`src/rtl/atal_pkg.sv`:
```
// Package for the accelerometer tilt-angle block: datapath widths, states,
// the CORDIC arctangent table and the inverse-gain constant.
// Depends on nothing.
`default_nettype none
package atal_pkg;
	localparam int CW = 28;          // cordic x/y width
	localparam int ZW = 26;          // cordic angle width, degrees Q16
	localparam int GW = 16;          // inverse gain constant width
	localparam int AW = CW + GW;     // gain accumulator width
	localparam logic [GW-1:0] INV_GAIN = 16'd39797;
	localparam logic [ZW-1:0] DEG90 = 26'(90 * 65536);

	typedef enum logic [2:0] {
		ST_IDLE,
		ST_ROLL,
		ST_GAIN,
		ST_PITCH,
		ST_FMUL,
		ST_FUPD
	} state_t;

	// atan(2^-i) in degrees, 16 fraction bits
	function automatic logic [21:0] atan_q16(input logic [4:0] i);
		case (i)
			5'd0: atan_q16 = 22'd2949120;
			5'd1: atan_q16 = 22'd1740967;
			5'd2: atan_q16 = 22'd919879;
			5'd3: atan_q16 = 22'd466945;
			5'd4: atan_q16 = 22'd234379;
			5'd5: atan_q16 = 22'd117304;
			5'd6: atan_q16 = 22'd58666;
			5'd7: atan_q16 = 22'd29335;
			5'd8: atan_q16 = 22'd14668;
			5'd9: atan_q16 = 22'd7334;
			5'd10: atan_q16 = 22'd3667;
			5'd11: atan_q16 = 22'd1833;
			5'd12: atan_q16 = 22'd917;
			5'd13: atan_q16 = 22'd458;
			5'd14: atan_q16 = 22'd229;
			5'd15: atan_q16 = 22'd115;
			5'd16: atan_q16 = 22'd57;
			5'd17: atan_q16 = 22'd29;
			5'd18: atan_q16 = 22'd14;
			5'd19: atan_q16 = 22'd7;
			5'd20: atan_q16 = 22'd4;
			5'd21: atan_q16 = 22'd2;
			5'd22: atan_q16 = 22'd1;
			default: atan_q16 = 22'd0;
		endcase
	endfunction
endpackage
`default_nettype wire

```
`src/rtl/atal_cordic.sv`:
```
// Iterative vectoring CORDIC, one micro-rotation per cycle, angle in degrees Q16.
// Depends on atal_pkg for widths and the arctangent table.
`default_nettype none
module atal_cordic #(
	parameter int STEPS = 16
) (
	input  wire logic                        clk,
	input  wire logic                        arst_n,
	input  wire logic                        start,
	input  wire logic signed [atal_pkg::CW-1:0] x_in,
	input  wire logic signed [atal_pkg::CW-1:0] y_in,
	output logic                             done,
	output logic signed [atal_pkg::ZW-1:0]   z_out,
	output logic signed [atal_pkg::CW-1:0]   mag_out
);
	import atal_pkg::*;

	localparam logic [4:0] LAST = 5'(STEPS - 1);

	logic signed [CW-1:0] x_q, y_q, xs, ys;
	logic signed [ZW-1:0] z_q, at;
	logic [4:0] i_q;
	logic busy_q, done_q, zero_q;

	assign xs = x_q >>> i_q;
	assign ys = y_q >>> i_q;
	assign at = $signed({4'd0, atan_q16(i_q)});

	always_ff @(posedge clk or negedge arst_n) begin
		if (!arst_n) begin
			busy_q <= 1'b0;
			done_q <= 1'b0;
			i_q <= '0;
		end else begin
			done_q <= 1'b0;
			if (start) begin
				busy_q <= 1'b1;
				i_q <= '0;
			end else if (busy_q) begin
				if (i_q == LAST) begin
					busy_q <= 1'b0;
					done_q <= 1'b1;
				end
				i_q <= i_q + 5'd1;
			end
		end
	end

	always_ff @(posedge clk) begin
		if (start) begin
			zero_q <= (x_in == '0) && (y_in == '0);
			if (x_in[CW-1] && !y_in[CW-1]) begin
				x_q <= y_in;
				y_q <= -x_in;
				z_q <= DEG90;
			end else if (x_in[CW-1]) begin
				x_q <= -y_in;
				y_q <= x_in;
				z_q <= -DEG90;
			end else begin
				x_q <= x_in;
				y_q <= y_in;
				z_q <= '0;
			end
		end else if (busy_q) begin
			if (!y_q[CW-1]) begin
				x_q <= x_q + ys;
				y_q <= y_q - xs;
				z_q <= z_q + at;
			end else begin
				x_q <= x_q - ys;
				y_q <= y_q + xs;
				z_q <= z_q - at;
			end
		end
	end

	assign done = done_q;
	assign z_out = zero_q ? '0 : z_q;
	assign mag_out = x_q;
endmodule
`default_nettype wire

```
`src/rtl/accel_tilt_angle_lowpass.sv`:
```
// Top level of the accelerometer tilt-angle block with low-pass smoothing.
// Depends on atal_pkg and atal_cordic.
//
// Takes one three-axis sample per input transfer and returns one result transfer with raw
// and filtered roll and pitch in signed degrees with ANGLE_FRAC_BITS fraction bits (Q8 at
// the default), plus whole degrees and tenths digit. Each sample goes through a roll pass
// of the shared CORDIC unit, the bit-serial inverse-gain multiply, a pitch pass of the
// same unit and the filter multiply and update. A new sample is accepted only in idle,
// once the previous one has left the filter update. A new sample is taken while the
// previous result still waits on the output; the next filter update then waits for it.
// smoothing_weight sits at byte address 0 of the APB port, reset 128; values above 256
// act as 256. Angle outputs are 8+ANGLE_FRAC_BITS and 9+ANGLE_FRAC_BITS wide.
`default_nettype none
module accel_tilt_angle_lowpass #(
	parameter int CORDIC_STEPS = 16,
	parameter int ANGLE_FRAC_BITS = 8
) (
	input  wire logic                                clk,
	input  wire logic                                arst_n,
	input  wire logic                                psel,
	input  wire logic                                penable,
	input  wire logic                                pwrite,
	input  wire logic [2:0]                          paddr,
	input  wire logic [31:0]                         pwdata,
	output logic [31:0]                              prdata,
	output logic                                     pready,
	input  wire logic                                in_valid,
	output logic                                     in_ready,
	input  wire logic signed [15:0]                  accel_x,
	input  wire logic signed [15:0]                  accel_y,
	input  wire logic signed [15:0]                  accel_z,
	output logic                                     out_valid,
	input  wire logic                                out_ready,
	output logic signed [7+ANGLE_FRAC_BITS:0]        pitch_now,
	output logic signed [8+ANGLE_FRAC_BITS:0]        roll_now,
	output logic signed [7+ANGLE_FRAC_BITS:0]        pitch_smooth,
	output logic signed [8+ANGLE_FRAC_BITS:0]        roll_smooth,
	output logic signed [7:0]                        pitch_whole,
	output logic [3:0]                               pitch_tenths,
	output logic signed [8:0]                        roll_whole,
	output logic [3:0]                               roll_tenths
);
	import atal_pkg::*;

	localparam int F = ANGLE_FRAC_BITS;
	localparam int RS = 16 - F;
	localparam int PW = 8 + F;
	localparam int RW = 9 + F;
	localparam logic signed [ZW-1:0] HALF = ZW'(1 << (RS - 1));
	localparam logic signed [ZW-1:0] LIM_P = ZW'(90 << F);
	localparam logic signed [ZW-1:0] LIM_R = ZW'(180 << F);

	state_t state_q, state_d;

	logic [8:0] weight_q;
	logic [9:0] w_eff;
	logic cfg_wr;

	logic signed [CW-1:0] negax_q, cx_in, cy_in, c_mag;
	logic signed [ZW-1:0] c_z, zr, zc_r, zc_p;
	logic c_start, c_done;

	logic [AW-1:0] mcand_q, acc_q;
	logic [4:0] k_q;

	logic signed [PW-1:0] pitch_q, pf_q, pf_new;
	logic signed [RW-1:0] roll_q, rf_q, rf_new;
	logic signed [PW+10:0] pprod_s1;
	logic signed [RW+10:0] rprod_s1;
	logic [PW-1:0] pm;
	logic [RW-1:0] rm;
	logic [F+3:0] pt10, rt10;
	logic out_valid_q, load_out;

	// configuration
	assign pready = 1'b1;
	assign cfg_wr = psel && penable && pwrite && !paddr[2];
	assign prdata = paddr[2] ? 32'd0 : {23'd0, weight_q};
	assign w_eff = (weight_q > 9'd256) ? 10'd256 : {1'b0, weight_q};

	always_ff @(posedge clk or negedge arst_n) begin
		if (!arst_n) begin
			weight_q <= 9'd128;
		end else if (cfg_wr) begin
			weight_q <= pwdata[8:0];
		end
	end

	// angle engine
	assign in_ready = (state_q == ST_IDLE);
	assign c_start = (in_valid && in_ready) || (state_q == ST_GAIN && k_q == 5'd16);
	assign cx_in = (state_q == ST_IDLE) ? CW'(accel_z) <<< 8 : CW'(acc_q[AW-1:GW]);
	assign cy_in = (state_q == ST_IDLE) ? CW'(accel_y) <<< 8 : negax_q;

	atal_cordic #(.STEPS(CORDIC_STEPS)) u_cordic (
		.clk(clk), .arst_n(arst_n), .start(c_start), .x_in(cx_in), .y_in(cy_in),
		.done(c_done), .z_out(c_z), .mag_out(c_mag)
	);

	// rounding to the output fraction, then saturation
	assign zr = (c_z + HALF) >>> RS;
	assign zc_r = (zr > LIM_R) ? LIM_R : ((zr < -LIM_R) ? -LIM_R : zr);
	assign zc_p = (zr > LIM_P) ? LIM_P : ((zr < -LIM_P) ? -LIM_P : zr);

	assign load_out = (state_q == ST_FUPD) && (!out_valid_q || out_ready);

	always_ff @(posedge clk or negedge arst_n) begin
		if (!arst_n) begin
			state_q <= ST_IDLE;
			out_valid_q <= 1'b0;
			pf_q <= '0;
			rf_q <= '0;
		end else begin
			state_q <= state_d;
			if (load_out) begin
				out_valid_q <= 1'b1;
				pf_q <= pf_new;
				rf_q <= rf_new;
			end else if (out_ready) begin
				out_valid_q <= 1'b0;
			end
		end
	end

	always_comb begin
		state_d = state_q;
		case (state_q)
			ST_IDLE:  if (in_valid) state_d = ST_ROLL;
			ST_ROLL:  if (c_done) state_d = ST_GAIN;
			ST_GAIN:  if (k_q == 5'd16) state_d = ST_PITCH;
			ST_PITCH: if (c_done) state_d = ST_FMUL;
			ST_FMUL:  state_d = ST_FUPD;
			ST_FUPD:  if (load_out) state_d = ST_IDLE;
			default:  state_d = ST_IDLE;
		endcase
	end

	// datapath: bit-serial inverse-gain multiply, filter products
	always_ff @(posedge clk) begin
		if (in_valid && in_ready) begin
			negax_q <= -(CW'(accel_x) <<< 8);
		end
		if (state_q == ST_ROLL && c_done) begin
			roll_q <= RW'(zc_r);
			mcand_q <= AW'(c_mag);
			acc_q <= AW'(32768);
			k_q <= '0;
		end else if (state_q == ST_GAIN && k_q != 5'd16) begin
			if (INV_GAIN[k_q[3:0]]) acc_q <= acc_q + mcand_q;
			mcand_q <= mcand_q << 1;
			k_q <= k_q + 5'd1;
		end
		if (state_q == ST_PITCH && c_done) begin
			pitch_q <= PW'(zc_p);
		end
		if (state_q == ST_FMUL) begin
			pprod_s1 <= $signed({1'b0, w_eff}) * ((PW+1)'(pitch_q) - (PW+1)'(pf_q));
			rprod_s1 <= $signed({1'b0, w_eff}) * ((RW+1)'(roll_q) - (RW+1)'(rf_q));
		end
	end

	assign pf_new = pf_q + PW'(pprod_s1 >>> 8);
	assign rf_new = rf_q + RW'(rprod_s1 >>> 8);
	assign pm = pf_new[PW-1] ? PW'(-pf_new) : PW'(pf_new);
	assign rm = rf_new[RW-1] ? RW'(-rf_new) : RW'(rf_new);
	assign pt10 = (F+4)'(pm[F-1:0]) * (F+4)'(10);
	assign rt10 = (F+4)'(rm[F-1:0]) * (F+4)'(10);

	always_ff @(posedge clk) begin
		if (load_out) begin
			pitch_now <= pitch_q;
			roll_now <= roll_q;
			pitch_smooth <= pf_new;
			roll_smooth <= rf_new;
			pitch_whole <= pf_new[PW-1] ? -8'(pm[PW-1:F]) : 8'(pm[PW-1:F]);
			roll_whole <= rf_new[RW-1] ? -9'(rm[RW-1:F]) : 9'(rm[RW-1:F]);
			pitch_tenths <= pt10[F+3:F];
			roll_tenths <= rt10[F+3:F];
		end
	end

	assign out_valid = out_valid_q;

	a_accept_starts: assert property (@(posedge clk) disable iff (!arst_n)
		(in_valid && in_ready) |=> (state_q == ST_ROLL))
		else $error("accepted sample did not start the roll pass");
	a_done_in_pass: assert property (@(posedge clk) disable iff (!arst_n)
		c_done |-> (state_q == ST_ROLL || state_q == ST_PITCH))
		else $error("cordic finished outside a pass");
	a_store_holds: assert property (@(posedge clk) disable iff (!arst_n)
		(out_valid_q && !out_ready) |=> $stable(pf_q) && $stable(rf_q))
		else $error("filter store changed while a result waits");
endmodule
`default_nettype wire
```
`config.mk`:
```
export PLATFORM = sky130hd
export DESIGN_NAME = accel_tilt_angle_lowpass
export DESIGN_NICKNAME = d
export VERILOG_FILES = /design/src/rtl/atal_pkg.sv /design/src/rtl/atal_cordic.sv /design/src/rtl/accel_tilt_angle_lowpass.sv
export SDC_FILE = /design/constraint.sdc
export NUM_CORES = 2
export LEC_CHECK = 0
export BUFFER_PORTS_ARGS = -buffer_cell sky130_fd_sc_hd__buf_2
export CAP_MARGIN = 5
export CORE_ASPECT_RATIO = 0.9
export CORE_MARGIN = 3
export CORE_UTILIZATION = 46
export DETAILED_ROUTE_END_ITERATION = 12
export PLACE_DENSITY = 0.7
export SKIP_LAST_GASP = 1
export SLEW_MARGIN = 20
export SYNTH_ARGS = -nofsm -noshare
export SYNTH_HDL_FRONTEND = slang
export SYNTH_SLANG_ARGS = --single-unit
```
`constraint.sdc`:
```
create_clock -name clk -period 8.54 [get_ports clk]
set_input_delay 1.708 -clock clk [delete_from_list [all_inputs] [get_ports clk]]
set_output_delay 1.708 -clock clk [all_outputs]
set_load 0.05 [all_outputs]
```
# ---- Word-level counts from Yosys, hierarchy flattened
# Memories as Yosys holds them, arrays and structs flattened. A register that Yosys moved wholly into a read port is not among the register bits.
# Index checks and enable logic that the tools add are counted.
dict set report classes {
  reduce_logical 26
  addsub 21
  n_mux 47
  order_cmp 6
  multipliers 4
  n_eq_ne 13
  shifts 2
}
# cell count
set op_table {}
lappend op_table {{2-to-1 mux 28 bit} 12}
lappend op_table {{2-to-1 mux 26 bit} 6}
lappend op_table {{2-to-1 mux 44 bit} 2}
lappend op_table {{adder 28 bit} 2}
lappend op_table {{logical NOT 28 bit} 2}
lappend op_table {{negator 28 bit} 2}
lappend op_table {{>>> shifter 28 x 5 -> 28 bit} 2}
lappend op_table {{subtractor 28 bit} 2}
lappend op_table {{adder 44 bit} 1}
lappend op_table {{2-to-1 mux 17 bit} 2}
lappend op_table {{2-to-1 mux 16 bit} 2}
lappend op_table {{negator 24 -> 28 bit} 1}
lappend op_table {{2-to-1 mux 9 bit} 3}
lappend op_table {{adder 26 x 23 -> 26 bit} 1}
lappend op_table {{adder 26 x 9 -> 26 bit (second input constant)} 1}
lappend op_table {{subtractor 26 x 23 -> 26 bit} 1}
lappend op_table {{multiplier 10 x 18 -> 25 bit} 1}
lappend op_table {{multiplier 10 x 17 -> 24 bit} 1}
lappend op_table {{multiplier 8 x 3 -> 11 bit (second input constant)} 2}
lappend op_table {{greater-than comparator 18 x 16 -> 1 bit (second input constant)} 1}
lappend op_table {{greater-than comparator 18 x 17 -> 1 bit (second input constant)} 1}
lappend op_table {{less-than comparator 18 x 16 -> 1 bit (second input constant)} 1}
lappend op_table {{less-than comparator 18 x 17 -> 1 bit (second input constant)} 1}
lappend op_table {{one-hot mux 3 bit (6 select lines)} 1}
lappend op_table {{32 further kinds} 68}
dict set report word_totals {
  input_bits 90
  out_inout_bits 126
  romBits 720
  word_cells 151
  n_memories 2
  ff_bits 430
}
# name depth word_bits rd rd_ports_with_merged_regs write_ports line_no
set mem_list {}
lappend mem_list {{(name not given)} 32 22 1 0 0 atal_pkg.sv:24} ;# case (i)
lappend mem_list {{(name not given)} 16 1 1 1 0 accel_tilt_angle_lowpass.sv:149} ;# if (INV_GAIN[k_q[3:0]]) acc_q <= acc_q + mcand_q;

# ---- Longest topological paths before layout
dict set report logic_depth {
  word_depth 6
  mapped_depth 32
  depth_no_buf 32
}

# ---- Modules after synthesis
# From an unflattened synthesis, not the netlist that was laid out.
dict set report unflattened {
  cells_unflattened 5013
  area_unflattened_um2 44584.0
}
# module seq_area_each_um2 n_inst cells_per_inst area_each_um2
set by_module_without_submodules {}
lappend by_module_without_submodules {accel_tilt_angle_lowpass 8789.7 1 3102 28886.5}
lappend by_module_without_submodules {atal_cordic 2667.6 1 1911 15697.6}

# ---- Worst setup path before layout
# OpenSTA, ideal clock, no wires.
dict set report synth_path {
  kind {reg-to-reg}
  start {register pf_q[0]}
  end {register pprod_s1[18] (data pin)}
  required_time_ps 8282
  path_stages_with_launch 31
  setup_slack_ps 1285
  period_less_slack_ps 7255
  n_path_buf 0
  setup_time_ps 258
  arrival_ps 6997
  cell_sequence {dfrtp_1 ha_1 fa_1 nor2b_1 o21ai_0 a21boi_0 o21ai_0 nand2b_1 xor2_1 nand2_1 fa_1 inv_1 fa_1 inv_1 fa_1 inv_1 fa_1 inv_1 fa_1 inv_1 ha_1 and3_1 a211oi_1 a21oi_1 or3_1 o21a_1 a21oi_1 nor2b_1 o21ai_0 nand2b_1 xor2_1}
}
dict set report synth_via {
  elab_chain_len 2
}
# item line_no
set synth_lines {}
lappend synth_lines {{start, declared} accel_tilt_angle_lowpass.sv:66} ;# logic signed [PW-1:0] pitch_q, pf_q, pf_new;
lappend synth_lines {{start signal, assigned} accel_tilt_angle_lowpass.sv:117} ;# pf_q <= pf_new;
lappend synth_lines {{subtractor 16 x 16 -> 17 bit} accel_tilt_angle_lowpass.sv:157} ;# pprod_s1 <= $signed({1'b0, w_eff}) * ((PW+1)'(pitch_q) - (PW+1)'(pf_q));
lappend synth_lines {{multiplier 10 x 17 -> 24 bit} accel_tilt_angle_lowpass.sv:157}
lappend synth_lines {{end signal, assigned} accel_tilt_angle_lowpass.sv:157}
lappend synth_lines {{end, declared} accel_tilt_angle_lowpass.sv:68} ;# logic signed [PW+10:0] pprod_s1;
# No other way between the ends.
# A chain may end at the register's enable or synchronous reset.

# ---- Final worst setup path
dict set report layout_path {
  start {register pitch_q[0]}
  end {register pprod_s1[18] (data pin)}
}
dict set report layout_via {
  elab_chain_len 2
}
# item line_no
set layout_lines {}
lappend layout_lines {{start, declared} accel_tilt_angle_lowpass.sv:66}
lappend layout_lines {{start signal, assigned} accel_tilt_angle_lowpass.sv:154} ;# pitch_q <= PW'(zc_p);
lappend layout_lines {{subtractor 16 x 16 -> 17 bit} accel_tilt_angle_lowpass.sv:157}
lappend layout_lines {{multiplier 10 x 17 -> 24 bit} accel_tilt_angle_lowpass.sv:157}
# No other way between the ends.

==> run_results.csv <==
group,metric,value,unit
floorplanning,die_area,98910,µm²
cells_and_area,fin_nets,5690,
place,io_buffers,166,
drt,route.detailed.drc,0,
critical_path,critical-path-top-delay-family,"adder cells",
global_route,antenna_found_initial,7,
critical_path,r2r-end,"pprod_s1[18]",
logic_synthesis,synth_top_flop_cell,"edfxtp_1",
critical_path,r2r-start,"pitch_q[0]",
floorplanning,die_w,331.2,µm
floorplanning,pin_count,216,
sta,rsz0062_at_grt,"no",
logic_synthesis,synth.distinct_cells,106,
clock_tree,cts_made_buffers,49,
critical_path,worstPathMaxFanout,6,
critical_path,cp.depth,32,
critical_path,cp.arrival,8300,ps
global_route,grt_pass1_vias,35000,
min_path,worstHoldEndpoint,"roll_now[0]",
sta,worst_slack,610.2,ps
logic_synthesis,synth_top_area_share,20.85,%
clock_tree,clock-sinks,407,
floorplanning,row_count,106,
drt,routedWlPerCell,19.73,µm
critical_path,cp.required,8910,ps
logic_synthesis,synth_cells,4935,
logic_synthesis,ys_seq_elements,407,
sta,max_freq,126.1,MHz
clock_tree,clockBufferDepth,3,
sta,period_minus_slack,7930,ps
sta,setup_viol_count_final,0,
cells_and_area,drive_gt1_share,9.520,%
min_path,hp-start,"roll_q[0]",
logic_synthesis,syn_area,43780,µm²
critical_path,reg2reg_slack,610,ps
global_route,grt_use_total,24.67,%
cells_and_area,mostFrequentLayoutCells,"616 x nand2_1, 422 x nor2_1, 412 x inv_1",
drt,ant_nets,0,
logic_synthesis,yosysSeqAreaShare,26.17,%
critical_path,cp_num_buf_inv,7,
clock_tree,clkTransAtPathRegs,60,ps
global_route,grt_overflow,0,
logic_synthesis,synthTopCellsByArea,"edfxtp_1 21%, fa_1 11%, ha_1 9.5%",
sta,finClkSkew,34.40,ps
logic_synthesis,yosysWarnings,0,
sta,setup_tns,0,ps
drt,wl,124400,µm
sta,post-route-period-util,92.85,%
place,pre_cts_ws,566.2,ps
run,cap_violations,0,
min_path,hold_class,"reg2reg",
cells_and_area,fillers,8715,
logic_synthesis,synth.avg_cell_area,8.871,µm²
logic_synthesis,yosysTopAreaCell,"edfxtp_1",
cells_and_area,final_core_util,50.81,%
cells_and_area,final_common_cell,"nand2_1",
critical_path,worstSetupPathType,"reg2reg",
drt,drt_iter0_markers,3573,
min_path,min_path_cells,0,
sta,slew_headroom,24.67,%
critical_path,worstRegToRegCells,32,
critical_path,end_kind,"flop",
clock_tree,root_buffer,"clkbuf_16",
place,place_congestion,1.001,
place,dp_hpwl,94660,µm
sta,final-max-slew-violation-count,0,
sta,finalHoldViolCount,0,
critical_path,cpPeakStageDelay,530,ps
logic_synthesis,synthArstFlopShare,13.02,%
cells_and_area,area_growth,8.683,%
floorplanning,start_util,46.75,%
clock_tree,tritoncts,"done",
critical_path,worstSetupStartpointType,"flop",
global_route,grt_start_max_net_pins,72,
clock_tree,cts-htree-levels,2,
outcome,status,"finished, final reports clean",
sta,tightest_slew,1128,ps
clock_tree,cts_setup_buffers,0,
floorplanning,core,93630,µm²
drt,vias,36790,
sta,hold_slack,442.5,ps
global_route,grt_first_pass_wirelength,194800,µm
floorplanning,die_y,298.7,µm
clock_tree,clock_latency,650,ps
drt,firstDrtPassIters,6,
logic_synthesis,synth-edff-count,304,
drt,vias_per_cell,5.833,
critical_path,slowest_stage,"fa_1",
==> routing by layer <==
layer  vias up  routed length, µm  GRT usage, %
met3       245              10720         4.245
met2      1421              56410         38.91
met1     17700              52800         34.18
li1      17430                  -             -
met5         -                  9             0
met4         2               4496         8.528
==> cells by family after synthesis <==
kind of cell,synth area share [%]
AOI/OAI and AO/OA,15.67
muxes,5.985
buffers and inverters,6.042
adders and majority gates,20.76
xor gates and xnor gates,7.554
DFF,26.17
and+or+nand+nor,17.81
other,0.01715
==> flip-flops by register name, summed over array words and instances, names as in the netlist, 20 cells and up, named ones only <==
signal and flops:
negax_q 20, mcand_q 44, u_cordic.y_q 28, u_cordic.mag_out 28
u_cordic.z_q 26, acc_q 44
==> cells in the mapped netlist (35+ instances only) <==
library cell,number
nor2b_1,76
inv_1,414
mux4_2,48
o21a_1,50
xnor2_1,217
nand3_1,102
dfxtp_1,50
or3_1,35
nand2_1,619
and2_1,70
edfxtp_1,304
a31oi_1,53
ha_1,331
dfrtp_1,52
nor2_1,423
a21oi_1,324
a211oi_1,59
clkbuf_1,131
o21ai_0,253
xor2_1,158
buf_2,35
nor3_1,91
nand2b_1,80
mux2i_1,83
a21o_1,86
and3_1,43
fa_1,247
==> final cells by class <==
cell class | count | area, µm² | share of cell area (%)
multi-input cells | 3905 | 29810 | 62.65
flip-flops and latches | 407 | 11460 | 24.10
inverters | 422 | 1588 | 3.337
well taps | 1242 | 1554 | 3.266
repair buffers | 237 | 1376 | 2.893
clock buffers | 61 | 1344 | 2.824
clock inverters | 31 | 436.7 | 0.9178
diodes | 3 | 7.507 | 0.01578
==> worst register-to-register path, delay by kind of cell, from the launching register on <==
kind | cells | cell delay (ps)
compound gates | 8 | 1890
fa+ha+maj | 8 | 3520
simple gates | 7 | 1140
flops | 1 | 350
xor+xnor | 2 | 300
buf+inv | 7 | 460
==> per-stage QoR <==
step | instance area (µm²) | instances
6_report | 47580 | 6308
5_1_grt | 47570 | 6305
4_1_cts | 47540 | 6304
3_5_place_dp | 45760 | 6212
3_3_place_gp | 45760 | 6212
2_1_floorplan | 43860 | 4957
==> timing repair <==
item                                    CTS  global route
resized for setup                         0             1
hold buffers                              0             0
endpoints found under the setup margin    0             1
==> how the worst max path moves through the flow <==
stage	startpoint	endpoint	slack, ps
detailed placement	pf_q[0]	pprod_s1[18]	570
CTS	pitch_q[0]	pprod_s1[18]	510
finish	pitch_q[0]	pprod_s1[18]	610
global placement	pf_q[0]	pprod_s1[18]	660
global route	pitch_q[0]	pprod_s1[18]	160
floorplan	pf_q[0]	pprod_s1[18]	1290
Power is not shown: default switching activity piles up to over one toggle a cycle in this logic, so the estimate is an artifact.
